===== src/rtl/afrp_pkg.sv =====
// Shared types and constants for the API frame receive parser.
package afrp_pkg;

    localparam logic [7:0] START_BYTE  = 8'h7E;
    localparam logic [7:0] STATUS_TYPE = 8'h89;
    localparam logic [7:0] SUM_BASE    = 8'hFF;
    localparam int unsigned HEADER_LEN = 7;

    localparam int unsigned CFG_INDEX_W = 2;
    localparam logic [CFG_INDEX_W-1:0] CFG_OWN_ADDR   = 2'd0;
    localparam logic [CFG_INDEX_W-1:0] CFG_BCAST_ADDR = 2'd1;
    localparam logic [CFG_INDEX_W-1:0] CFG_HUNT_LIMIT = 2'd2;

    localparam logic [7:0] OWN_ADDR_RESET   = 8'd0;
    localparam logic [7:0] BCAST_ADDR_RESET = 8'd255;
    localparam logic [7:0] HUNT_LIMIT_RESET = 8'd6;

    localparam int unsigned TDATA_W = 96;

    typedef enum logic [1:0] {
        ST_OK       = 2'd0,
        ST_CHECKSUM = 2'd1,
        ST_LENGTH   = 2'd2,
        ST_NOSTART  = 2'd3
    } status_t;

    typedef enum logic {
        KIND_PAYLOAD = 1'b0,
        KIND_REPORT  = 1'b1
    } kind_t;

    typedef struct packed {
        kind_t       kind;
        logic [7:0]  payload_byte;
        status_t     status;
        logic [7:0]  instruction;
        logic [7:0]  slave_address;
        logic [15:0] source_address;
        logic [7:0]  rssi;
        logic [7:0]  options;
        logic        addressed_to_me;
        logic [15:0] good_frames;
        logic [15:0] error_frames;
    } result_t;

endpackage


===== src/rtl/api_frame_receive_parser_top.sv =====
// API frame receive parser: start hunt, header capture, payload stream, checksum report.
//
// Input stream s_*: one received serial byte per word in s_tdata[7:0].
// Output stream m_*: m_tuser is the kind (0 payload byte, 1 frame-end report),
// m_tdata carries the payload byte, status, header fields, addressed flag and
// the good and error frame counters.
// Config channel cfg_*: cfg_index 0 own address, 1 broadcast address,
// 2 hunt limit; cfg_ready is always high. Write only while the block is idle.
// Each accepted byte is parsed in the cycle it is taken; its result, if any, is
// registered in the output register, or in the skid register if that one is held.
// Throughput is one byte per cycle: the parser state machine takes a byte
// every clock, and a two-entry output buffer (output register plus skid
// register) keeps s_tready high while only the output register is held.
// With the skid register full, s_tready is low until the receiver takes a word.
// Reset (rst_n low, asynchronous) returns the parser to start hunting, clears
// counters and header fields, empties the output buffer and restores the
// configuration registers to own 0, broadcast 255, hunt limit 6.
module api_frame_receive_parser_top
    import afrp_pkg::*;
#(
    parameter int unsigned MAX_DATA = 64
)
(
    input  logic                   clk,
    input  logic                   rst_n,
    input  logic                   s_tvalid,
    output logic                   s_tready,
    input  logic [7:0]             s_tdata,    // [7:0] rx_byte
    output logic                   m_tvalid,
    input  logic                   m_tready,
    // [7:0] payload_byte, [9:8] status, [17:10] instruction, [25:18] slave_address,
    // [41:26] source_address, [49:42] rssi, [57:50] options, [58] addressed_to_me,
    // [74:59] good_frames, [90:75] error_frames, [95:91] zero
    output logic [TDATA_W-1:0]     m_tdata,
    output logic                   m_tuser,    // [0] kind
    input  logic                   cfg_valid,
    output logic                   cfg_ready,
    input  logic [CFG_INDEX_W-1:0] cfg_index,
    input  logic [7:0]             cfg_data
);

    localparam logic [15:0] MinLen = 16'(HEADER_LEN);
    localparam logic [15:0] MaxLen = 16'(MAX_DATA + HEADER_LEN);

    typedef enum logic [3:0] {
        PH_HUNT    = 4'd0,
        PH_LEN_HI  = 4'd1,
        PH_LEN_LO  = 4'd2,
        PH_TYPE    = 4'd3,
        PH_SKIP    = 4'd4,
        PH_SRC_HI  = 4'd5,
        PH_SRC_LO  = 4'd6,
        PH_RSSI    = 4'd7,
        PH_OPT     = 4'd8,
        PH_INSTR   = 4'd9,
        PH_SLAVE   = 4'd10,
        PH_PAYLOAD = 4'd11,
        PH_CHECK   = 4'd12
    } phase_t;

    // configuration
    logic [7:0] own_addr_reg;
    logic [7:0] bcast_addr_reg;
    logic [7:0] hunt_limit_reg;

    // parser state
    phase_t      phase_reg, phase_next;
    logic [15:0] frame_length_reg, frame_length_next;
    logic [7:0]  bytes_left_reg, bytes_left_next;
    logic [7:0]  running_sum_reg, running_sum_next;
    logic [15:0] held_source_reg, held_source_next;
    logic [7:0]  held_rssi_reg, held_rssi_next;
    logic [7:0]  held_options_reg, held_options_next;
    logic [7:0]  held_instr_reg, held_instr_next;
    logic [7:0]  held_slave_reg, held_slave_next;
    logic [7:0]  stray_count_reg, stray_count_next;
    logic [15:0] good_count_reg, good_count_next;
    logic [15:0] error_count_reg, error_count_next;

    // output buffer
    logic    out_valid_reg, out_valid_next;
    result_t out_data_reg, out_data_next;
    logic    skid_valid_reg, skid_valid_next;
    result_t skid_data_reg, skid_data_next;

    logic       in_take;
    logic       out_take;
    logic [7:0] rx_byte;
    logic       res_valid;
    logic       res_header;
    status_t    res_status;
    kind_t      res_kind;
    result_t    res;
    logic [7:0] stray_sum;
    logic [7:0] expect_sum;
    logic [15:0] good_inc;
    logic [15:0] error_inc;
    logic       addressed;

    assign s_tready  = !skid_valid_reg;
    assign cfg_ready = 1'b1;
    assign in_take   = s_tvalid && s_tready;
    assign out_take  = m_tvalid && m_tready;
    assign rx_byte   = s_tdata;

    assign stray_sum  = stray_count_reg + 8'd1;
    assign expect_sum = SUM_BASE - running_sum_reg;
    assign good_inc   = (good_count_reg == 16'hFFFF) ? good_count_reg : good_count_reg + 16'd1;
    assign error_inc  = (error_count_reg == 16'hFFFF) ? error_count_reg : error_count_reg + 16'd1;
    assign addressed  = (held_slave_reg == own_addr_reg) || (held_slave_reg == bcast_addr_reg);

    always_comb
    begin
        phase_next        = phase_reg;
        frame_length_next = frame_length_reg;
        bytes_left_next   = bytes_left_reg;
        running_sum_next  = running_sum_reg;
        held_source_next  = held_source_reg;
        held_rssi_next    = held_rssi_reg;
        held_options_next = held_options_reg;
        held_instr_next   = held_instr_reg;
        held_slave_next   = held_slave_reg;
        stray_count_next  = stray_count_reg;
        good_count_next   = good_count_reg;
        error_count_next  = error_count_reg;
        res_valid         = 1'b0;
        res_header        = 1'b0;
        res_status        = ST_OK;
        res_kind          = KIND_REPORT;

        if (in_take)
        begin
            case (phase_reg)
                PH_HUNT:
                begin
                    if (rx_byte == START_BYTE)
                    begin
                        stray_count_next  = 8'd0;
                        frame_length_next = 16'd0;
                        held_source_next  = 16'd0;
                        held_rssi_next    = 8'd0;
                        held_options_next = 8'd0;
                        held_instr_next   = 8'd0;
                        held_slave_next   = 8'd0;
                        phase_next        = PH_LEN_HI;
                    end
                    else if (stray_sum >= hunt_limit_reg)
                    begin
                        stray_count_next = 8'd0;
                        error_count_next = error_inc;
                        res_valid        = 1'b1;
                        res_status       = ST_NOSTART;
                    end
                    else
                    begin
                        stray_count_next = stray_sum;
                    end
                end
                PH_LEN_HI:
                begin
                    frame_length_next = {rx_byte, 8'd0};
                    phase_next        = PH_LEN_LO;
                end
                PH_LEN_LO:
                begin
                    frame_length_next = {frame_length_reg[15:8], rx_byte};
                    phase_next        = PH_TYPE;
                end
                PH_TYPE:
                begin
                    if (rx_byte == STATUS_TYPE)
                    begin
                        bytes_left_next = 8'd3;
                        phase_next      = PH_SKIP;
                    end
                    else if (frame_length_reg < MinLen || frame_length_reg > MaxLen)
                    begin
                        phase_next       = PH_HUNT;
                        error_count_next = error_inc;
                        res_valid        = 1'b1;
                        res_status       = ST_LENGTH;
                    end
                    else
                    begin
                        running_sum_next = rx_byte;
                        phase_next       = PH_SRC_HI;
                    end
                end
                PH_SKIP:
                begin
                    bytes_left_next = bytes_left_reg - 8'd1;
                    if (bytes_left_reg == 8'd1)
                        phase_next = PH_HUNT;
                end
                PH_SRC_HI:
                begin
                    held_source_next = {rx_byte, 8'd0};
                    running_sum_next = running_sum_reg + rx_byte;
                    phase_next       = PH_SRC_LO;
                end
                PH_SRC_LO:
                begin
                    held_source_next = {held_source_reg[15:8], rx_byte};
                    running_sum_next = running_sum_reg + rx_byte;
                    phase_next       = PH_RSSI;
                end
                PH_RSSI:
                begin
                    held_rssi_next   = rx_byte;
                    running_sum_next = running_sum_reg + rx_byte;
                    phase_next       = PH_OPT;
                end
                PH_OPT:
                begin
                    held_options_next = rx_byte;
                    running_sum_next  = running_sum_reg + rx_byte;
                    phase_next        = PH_INSTR;
                end
                PH_INSTR:
                begin
                    held_instr_next  = rx_byte;
                    running_sum_next = running_sum_reg + rx_byte;
                    phase_next       = PH_SLAVE;
                end
                PH_SLAVE:
                begin
                    held_slave_next  = rx_byte;
                    running_sum_next = running_sum_reg + rx_byte;
                    // length was range checked, so the low byte holds it
                    bytes_left_next  = frame_length_reg[7:0] - 8'(HEADER_LEN);
                    phase_next       = (frame_length_reg[7:0] == 8'(HEADER_LEN)) ?
                                       PH_CHECK : PH_PAYLOAD;
                end
                PH_PAYLOAD:
                begin
                    running_sum_next = running_sum_reg + rx_byte;
                    bytes_left_next  = bytes_left_reg - 8'd1;
                    if (bytes_left_reg == 8'd1)
                        phase_next = PH_CHECK;
                    res_valid  = 1'b1;
                    res_header = 1'b1;
                    res_kind   = KIND_PAYLOAD;
                end
                PH_CHECK:
                begin
                    phase_next = PH_HUNT;
                    res_valid  = 1'b1;
                    res_header = 1'b1;
                    if (expect_sum == rx_byte)
                    begin
                        good_count_next = good_inc;
                        res_status      = ST_OK;
                    end
                    else
                    begin
                        error_count_next = error_inc;
                        res_status       = ST_CHECKSUM;
                    end
                end
                default:
                begin
                    phase_next = PH_HUNT;
                end
            endcase
        end
    end

    always_comb
    begin
        res.kind            = res_kind;
        res.payload_byte    = (res_kind == KIND_PAYLOAD) ? rx_byte : 8'd0;
        res.status          = res_status;
        res.instruction     = res_header ? held_instr_reg : 8'd0;
        res.slave_address   = res_header ? held_slave_reg : 8'd0;
        res.source_address  = res_header ? held_source_reg : 16'd0;
        res.rssi            = res_header ? held_rssi_reg : 8'd0;
        res.options         = res_header ? held_options_reg : 8'd0;
        res.addressed_to_me = res_header && addressed;
        res.good_frames     = good_count_next;
        res.error_frames    = error_count_next;
    end

    // output register with skid register behind it
    always_comb
    begin
        out_valid_next  = out_valid_reg;
        out_data_next   = out_data_reg;
        skid_valid_next = skid_valid_reg;
        skid_data_next  = skid_data_reg;
        if (out_take || !out_valid_reg)
        begin
            if (skid_valid_reg)
            begin
                out_valid_next  = 1'b1;
                out_data_next   = skid_data_reg;
                skid_valid_next = 1'b0;
            end
            else
            begin
                out_valid_next = res_valid;
                out_data_next  = res;
            end
        end
        else if (res_valid)
        begin
            skid_valid_next = 1'b1;
            skid_data_next  = res;
        end
    end

    always_ff @(posedge clk or negedge rst_n)
    begin
        if (!rst_n)
        begin
            own_addr_reg   <= OWN_ADDR_RESET;
            bcast_addr_reg <= BCAST_ADDR_RESET;
            hunt_limit_reg <= HUNT_LIMIT_RESET;
        end
        else if (cfg_valid && cfg_ready)
        begin
            case (cfg_index)
                CFG_OWN_ADDR:   own_addr_reg   <= cfg_data;
                CFG_BCAST_ADDR: bcast_addr_reg <= cfg_data;
                CFG_HUNT_LIMIT: hunt_limit_reg <= cfg_data;
                default:        ;
            endcase
        end
    end

    always_ff @(posedge clk or negedge rst_n)
    begin
        if (!rst_n)
        begin
            phase_reg        <= PH_HUNT;
            frame_length_reg <= 16'd0;
            bytes_left_reg   <= 8'd0;
            running_sum_reg  <= 8'd0;
            held_source_reg  <= 16'd0;
            held_rssi_reg    <= 8'd0;
            held_options_reg <= 8'd0;
            held_instr_reg   <= 8'd0;
            held_slave_reg   <= 8'd0;
            stray_count_reg  <= 8'd0;
            good_count_reg   <= 16'd0;
            error_count_reg  <= 16'd0;
            out_valid_reg    <= 1'b0;
            skid_valid_reg   <= 1'b0;
        end
        else
        begin
            phase_reg        <= phase_next;
            frame_length_reg <= frame_length_next;
            bytes_left_reg   <= bytes_left_next;
            running_sum_reg  <= running_sum_next;
            held_source_reg  <= held_source_next;
            held_rssi_reg    <= held_rssi_next;
            held_options_reg <= held_options_next;
            held_instr_reg   <= held_instr_next;
            held_slave_reg   <= held_slave_next;
            stray_count_reg  <= stray_count_next;
            good_count_reg   <= good_count_next;
            error_count_reg  <= error_count_next;
            out_valid_reg    <= out_valid_next;
            skid_valid_reg   <= skid_valid_next;
        end
    end

    always_ff @(posedge clk)
    begin
        out_data_reg  <= out_data_next;
        skid_data_reg <= skid_data_next;
    end

    assign m_tvalid = out_valid_reg;
    assign m_tuser  = out_data_reg.kind;
    assign m_tdata  = {5'd0,
                       out_data_reg.error_frames,
                       out_data_reg.good_frames,
                       out_data_reg.addressed_to_me,
                       out_data_reg.options,
                       out_data_reg.rssi,
                       out_data_reg.source_address,
                       out_data_reg.slave_address,
                       out_data_reg.instruction,
                       out_data_reg.status,
                       out_data_reg.payload_byte};

    // skid entry only fills behind a held output word
    assert property (@(posedge clk) disable iff (!rst_n)
        skid_valid_reg |-> out_valid_reg)
        else $error("skid word without output word");

    // a payload byte always produces a word
    assert property (@(posedge clk) disable iff (!rst_n)
        (in_take && phase_reg == PH_PAYLOAD) |=> out_valid_reg)
        else $error("payload byte lost");

    assert property (@(posedge clk) disable iff (!rst_n)
        (phase_reg != PH_HUNT) |-> (stray_count_reg == 8'd0))
        else $error("stray count live outside hunt");

    assert property (@(posedge clk) disable iff (!rst_n)
        (phase_reg == PH_SKIP) |->
            (bytes_left_reg == 8'd1 || bytes_left_reg == 8'd2 || bytes_left_reg == 8'd3))
        else $error("status frame skip count out of range");

    assert property (@(posedge clk) disable iff (!rst_n)
        1'b1 |=> (good_count_reg >= $past(good_count_reg)
                  && error_count_reg >= $past(error_count_reg)))
        else $error("frame counter went backward");

endmodule

===== config.mk =====
export PLATFORM = sky130hd
export DESIGN_NAME = api_frame_receive_parser_top
export DESIGN_NICKNAME = d
export VERILOG_FILES = /design/src/rtl/afrp_pkg.sv /design/src/rtl/api_frame_receive_parser_top.sv
export SDC_FILE = /design/constraint.sdc
export NUM_CORES = 1
export LEC_CHECK = 0
export BUFFER_PORTS_ARGS = -buffer_cell sky130_fd_sc_hd__buf_2
export CORE_ASPECT_RATIO = 0.8
export CORE_MARGIN = 5
export CORE_UTILIZATION = 55
export CTS_CLUSTER_SIZE = 28
export DETAILED_ROUTE_END_ITERATION = 10
export GPL_TIMING_DRIVEN = 0
export HOLD_SLACK_MARGIN = 0.03
export PLACE_DENSITY = 0.74
export SYNTH_ARGS = -nofsm -noshare
export SYNTH_HDL_FRONTEND = slang
export SYNTH_SLANG_ARGS = --single-unit

===== constraint.sdc =====
create_clock -name clk -period 11.1 [get_ports clk]
set_input_delay 2.775 -clock clk [delete_from_list [all_inputs] [get_ports clk]]
set_output_delay 2.775 -clock clk [all_outputs]
set_load 0.02 [all_outputs]

==> results.md <==
CTS:
- The number of gates resized after cts is 0.
- The clock passes through at most 3 buffers.
- TritonCTS built the clock tree.
- Clock-pin slew was measured on the worst setup and hold paths at roughly 0.06 ns.
- The number of buffers created by CTS is 31.
- The clock net in this run drives a total of between 300 and 400 sinks.
- The cts-stage hold buffer count is 0.
- CTS built an H-tree with a depth of 1.
- The clock latency reported for the late side of the worst-skew pair is around 0.57 ns.
- The cell at the root of the clock tree is sky130_fd_sc_hd__clkbuf_16.
- After clock tree synthesis, the setup repair step added 0 buffers.

Cells and area:
- Relative to the synthesized area, the layout overhead comes to 14.8%.
- The flip-flop count of the largest register after layout is approximately 90.
- Summing all non-filler instances in the final layout gives an area of 16900 µm².
- The layout has just under 2000 filler cells.
- Of the cells placed in the final design, the portion with a size suffix greater than 1 is 20.2%.
- The number of nets in the final layout is 1393.
- The post-layout instance count excluding filler cells is 1731.

Worst hold path:
- The kind of path behind the tightest hold check is register to register.

Detailed routing:
- The number of search-and-repair iterations in the first detailed-routing pass is 4.
- For this run, design rule violations remaining after detail routing come to 0.
- The routed wire length is between 30000 and 40000 µm.
- The remaining number of nets flagged by the antenna check after routing is 0.
- The first routing iteration left between 900 and 1000 violations.
- Across all layers, the routed design uses a little under 10000 vias.
- The wire length per cell after detailed routing is 18.1 µm.
- The via density per instance is 5.61.

Critical path:
- Walking the worst path, the cells encountered are buf_2, nor2b_1, nand2_1, nor2_1, or2_1, clkbuf_1, nor2_1, nor2_4, buf_12.
- The register-to-register path setup slack is 7.13 ns.
- The standard cell with the maximum stage delay on the critical path is sky130_fd_sc_hd__nor2_4.
- The endpoint kind of the worst setup timing path is a register.
- In this design, the critical path's most frequently occurring cell is sky130_fd_sc_hd__nor2_1.
- For the worst setup path, the data arrival time is 5.71 ns.
- The cell family contributing the most delay on the critical path is simple AND/OR/NAND/NOR gates.
- The combined buffer and inverter count along the critical path is 3.
- The worst setup path is of the input pin to register kind.
- Of all nets on the critical path, the largest fanout is 33.
- STA classifies the critical path startpoint as an input pin.
- At the worst endpoint, the required time is between 10 and 15 ns.
- The highest cell delay on the worst timing path is 0.69 ns.

Logic synthesis:
- The synthesized design spends more area on one cell type than any other, namely sky130_fd_sc_hd__edfxtp_1.
- Synthesis instantiated slightly above 70 different standard cells from the library.
- Yosys instantiated no cell more often than sky130_fd_sc_hd__edfxtp_1.
- The number of warnings issued by yosys is 0.
- The share of async-settable or async-resettable flops after synthesis is between 40 and 50%.
- The average instance in the mapped netlist occupies 12.4 µm².
- The count of flip-flops with a built-in enable after synthesis is between 150 and 200.
- By area the synthesized netlist is led by sky130_fd_sc_hd__edfxtp_1 37%, sky130_fd_sc_hd__dfrtp_1 24%, sky130_fd_sc_hd__mux2_2 4.4%.
- Sequential elements use between 60% and 70% of the synthesized area.
- The most used flip-flop cell after synthesis is sky130_fd_sc_hd__edfxtp_1.
- After synthesis the netlist holds a flip-flop and latch count of around 330.
- The share of the synthesized area in the top cell type is 37.5%.
- Counting instances in the post-synthesis netlist gives the leading cell types as 184 x sky130_fd_sc_hd__edfxtp_1, 158 x sky130_fd_sc_hd__nand2_1, 140 x sky130_fd_sc_hd__dfrtp_1, 80 x sky130_fd_sc_hd__o21ai_0, 63 x sky130_fd_sc_hd__a21o_1.
- The cell count after synthesis came out at 1192.
- The synthesized netlist occupies a cell area of 14800 µm².

STA:
- The highest attainable clock frequency is 0.184 GHz.
- The worst path uses 49.1% of the clock period.
- The clock tree skew after final layout is ~0.011 ns.
- The final hold violation count is 0.
- Setup repair after global routing left no endpoint under its margin.
- Setup violations remaining at the end of the flow were counted as 0.
- The worst slew margin relative to its limit is about 14%.
- The minimum period implied by the final worst setup slack is between 5 and 6 ns.
- The actual transition at the worst max-transition pin is 1.29 ns.
- The total count of max-transition violations in the final report is 0.

Run status:
- The run finished with clean final reports.

Power and ir drop:
- The cell area power density is approximately 230 nW/µm².
- For this design the static power due to leakage is about 7.5 nW.
- The maximum VDD drop is roughly 0.00017 V.
- The total power consumption of the routed design is 3.90 mW.

Placed design:
- The number of buffers added on ports is about 120.
- Including well taps, the total number of placed cells is between 1500 and 2000.
- The final estimated routing congestion in global placement is about 0.93.
- The estimated wirelength of the detail-placed design is around 22000 µm.
- Summing all placed instances gives a cell area of 15900 µm².

Global route:
- Global routing used a little over a fifth of the available tracks.
- The first global-routing pass estimated just over 50000 µm of wire.
- The number of antenna violations at the first check in global routing is 4.
- The number of global-route vias before repair is between 9000 and 10000.
- The aggregate global routing overflow is 0.
- The largest net degree at the start of global routing is between 80 and 90.

Floorplanning:
- The floorplan row count is between 50 and 60.
- The count of pins on the block boundary is 123.
- The initial utilization of the core area, before any placement, comes to 56.0%.
- The core area is between 20000 and 30000 µm².
- The die is just under 200 µm wide.
- From bottom edge to top edge, the die measures ~160 µm.
- The area enclosed by the die boundary is ~30000 µm².

Run:
- Max-cap violations in this run came to 0.
[through the flow]
| step | setup TNS, ns | setup slack [ns] | hold slack, ns | util, % |
|---|---|---|---|---|
| floorplan | 0 | 1.47 | 0.442 | - |
| global placement | -245.64 | -2.68 | 0.457 | 60.0 |
| detailed placement | 0 | 5.10 | 0.464 | 60.4 |
| CTS | 0 | 5.71 | 0.483 | 64.3 |
| global route | 0 | 5.45 | 0.516 | 64.4 |
| finish | 0 | 5.65 | 0.475 | 64.4 |
[layout by cell type, fill, tap and decap left out, types with 6 or more instances in the layout]
cell | synthesis | routed
sky130_fd_sc_hd__edfxtp_1 | 184 | 184
sky130_fd_sc_hd__nand2_1 | 158 | 158
sky130_fd_sc_hd__dfrtp_1 | 140 | 140
sky130_fd_sc_hd__buf_2 | 4 | 118
sky130_fd_sc_hd__o21ai_0 | 80 | 80
sky130_fd_sc_hd__a21o_1 | 63 | 63
sky130_fd_sc_hd__and2_1 | 61 | 61
sky130_fd_sc_hd__mux2_2 | 58 | 58
sky130_fd_sc_hd__nor2_1 | 48 | 47
sky130_fd_sc_hd__clkbuf_1 | 37 | 44
sky130_fd_sc_hd__xnor2_1 | 33 | 33
sky130_fd_sc_hd__clkbuf_16 | 0 | 31
sky130_fd_sc_hd__inv_1 | 30 | 30
sky130_fd_sc_hd__nand3_1 | 29 | 29
sky130_fd_sc_hd__nand4_1 | 23 | 23
sky130_fd_sc_hd__ha_1 | 21 | 21
sky130_fd_sc_hd__xor2_1 | 20 | 20
sky130_fd_sc_hd__a21oi_1 | 19 | 19
sky130_fd_sc_hd__nor3_1 | 17 | 17
sky130_fd_sc_hd__o22ai_1 | 14 | 14
sky130_fd_sc_hd__nand2b_1 | 12 | 11
sky130_fd_sc_hd__a22o_1 | 10 | 10
sky130_fd_sc_hd__dfstp_2 | 10 | 10
sky130_fd_sc_hd__nor2b_1 | 8 | 8
sky130_fd_sc_hd__and3_1 | 7 | 7
sky130_fd_sc_hd__clkinv_1 | 2 | 7
sky130_fd_sc_hd__a31oi_1 | 6 | 6
sky130_fd_sc_hd__or3_1 | 6 | 6
sky130_fd_sc_hd__buf_4 | 6 | 6
sky130_fd_sc_hd__conb_1 | 2 | 6
[routing by layer]
metal  wire length [µm]  GRT usage, %  vias to the layer above  share of wire (%)
li1                   -             -                     4618                  -
met1              14600          31.7                     4759                 47
met2              14100          32.0                      277                 45
met3               2020          3.75                       47                6.4
met4                574          4.35                        6                1.8
met5                 24         0.801                        -              0.077
[final cells by class]
cell class	instances	area, µm²	area share, %
flip-flops and latches	334	9290	54.8
diodes	1	2.50	0.0148
repair buffers	119	677	4.00
well taps	357	447	2.64
clock buffers	43	871	5.14
inverters	32	120	0.709
multi-input cells	779	5140	30.3
plain buffers	51	234	1.38
clock inverters	15	161	0.953
[path summary, 6_finish.rpt]
path                                           startpoint                         endpoint  depth (start not counted)
hold reg to reg            held_source_reg[4]$_DFFE_PN0P_   held_source_reg[4]$_DFFE_PN0P_                          2
hold / removal             held_source_reg[4]$_DFFE_PN0P_   held_source_reg[4]$_DFFE_PN0P_                          2
setup / recovery                                 s_tvalid      skid_data_reg[29]$_DFFE_PP_                          9
setup reg to reg           stray_count_reg[0]$_DFFE_PN0P_      skid_data_reg[29]$_DFFE_PP_                         13
max in group asynchronous                           rst_n  held_options_reg[1]$_DFFE_PN0P_                          2
min in group asynchronous                           rst_n     error_count_reg[5]$_DFF_PN0_                          1
[worst register-to-register path: stages, from the launching register on]
cell and delay, ns:
sky130_fd_sc_hd__dfrtp_1 0.43, sky130_fd_sc_hd__ha_1 0.25, sky130_fd_sc_hd__nand3_1 0.13, sky130_fd_sc_hd__nor2_1 0.07, sky130_fd_sc_hd__xor2_1 0.16, sky130_fd_sc_hd__ha_1 0.30
sky130_fd_sc_hd__and3_1 0.18, sky130_fd_sc_hd__a221oi_1 0.12, sky130_fd_sc_hd__nor2_1 0.37, sky130_fd_sc_hd__nor2_1 0.13, sky130_fd_sc_hd__a21oi_1 0.35, sky130_fd_sc_hd__nor2_1 0.14
sky130_fd_sc_hd__nor2_4 0.69, sky130_fd_sc_hd__buf_12 0.30
[power by group]
group	switching (mW)	leakage (nW)	total, mW	internal, mW
Clock	0.450	0.506	1.07	0.618
Sequential	0.166	3.79	1.75	1.59
Combinational	0.677	3.22	1.08	0.399
[logic make-up (layout without fill, tap and decap cells)]
logic type                 Yosys count  in the layout  synth area share (%)
AOI/OAI and AO/OA                  226            226                  10.1
xor gates and xnor gates            53             53                  3.15
buffers and inverters               83            260                  2.40
muxes                               62             62                  4.83
DFF                                334            334                  63.0
and+or+nand+nor                    410            410                  14.6
adders and majority gates           22             22                  1.92
other                                2              7                0.0509
Note: power is estimated with default switching activity, not from simulation.
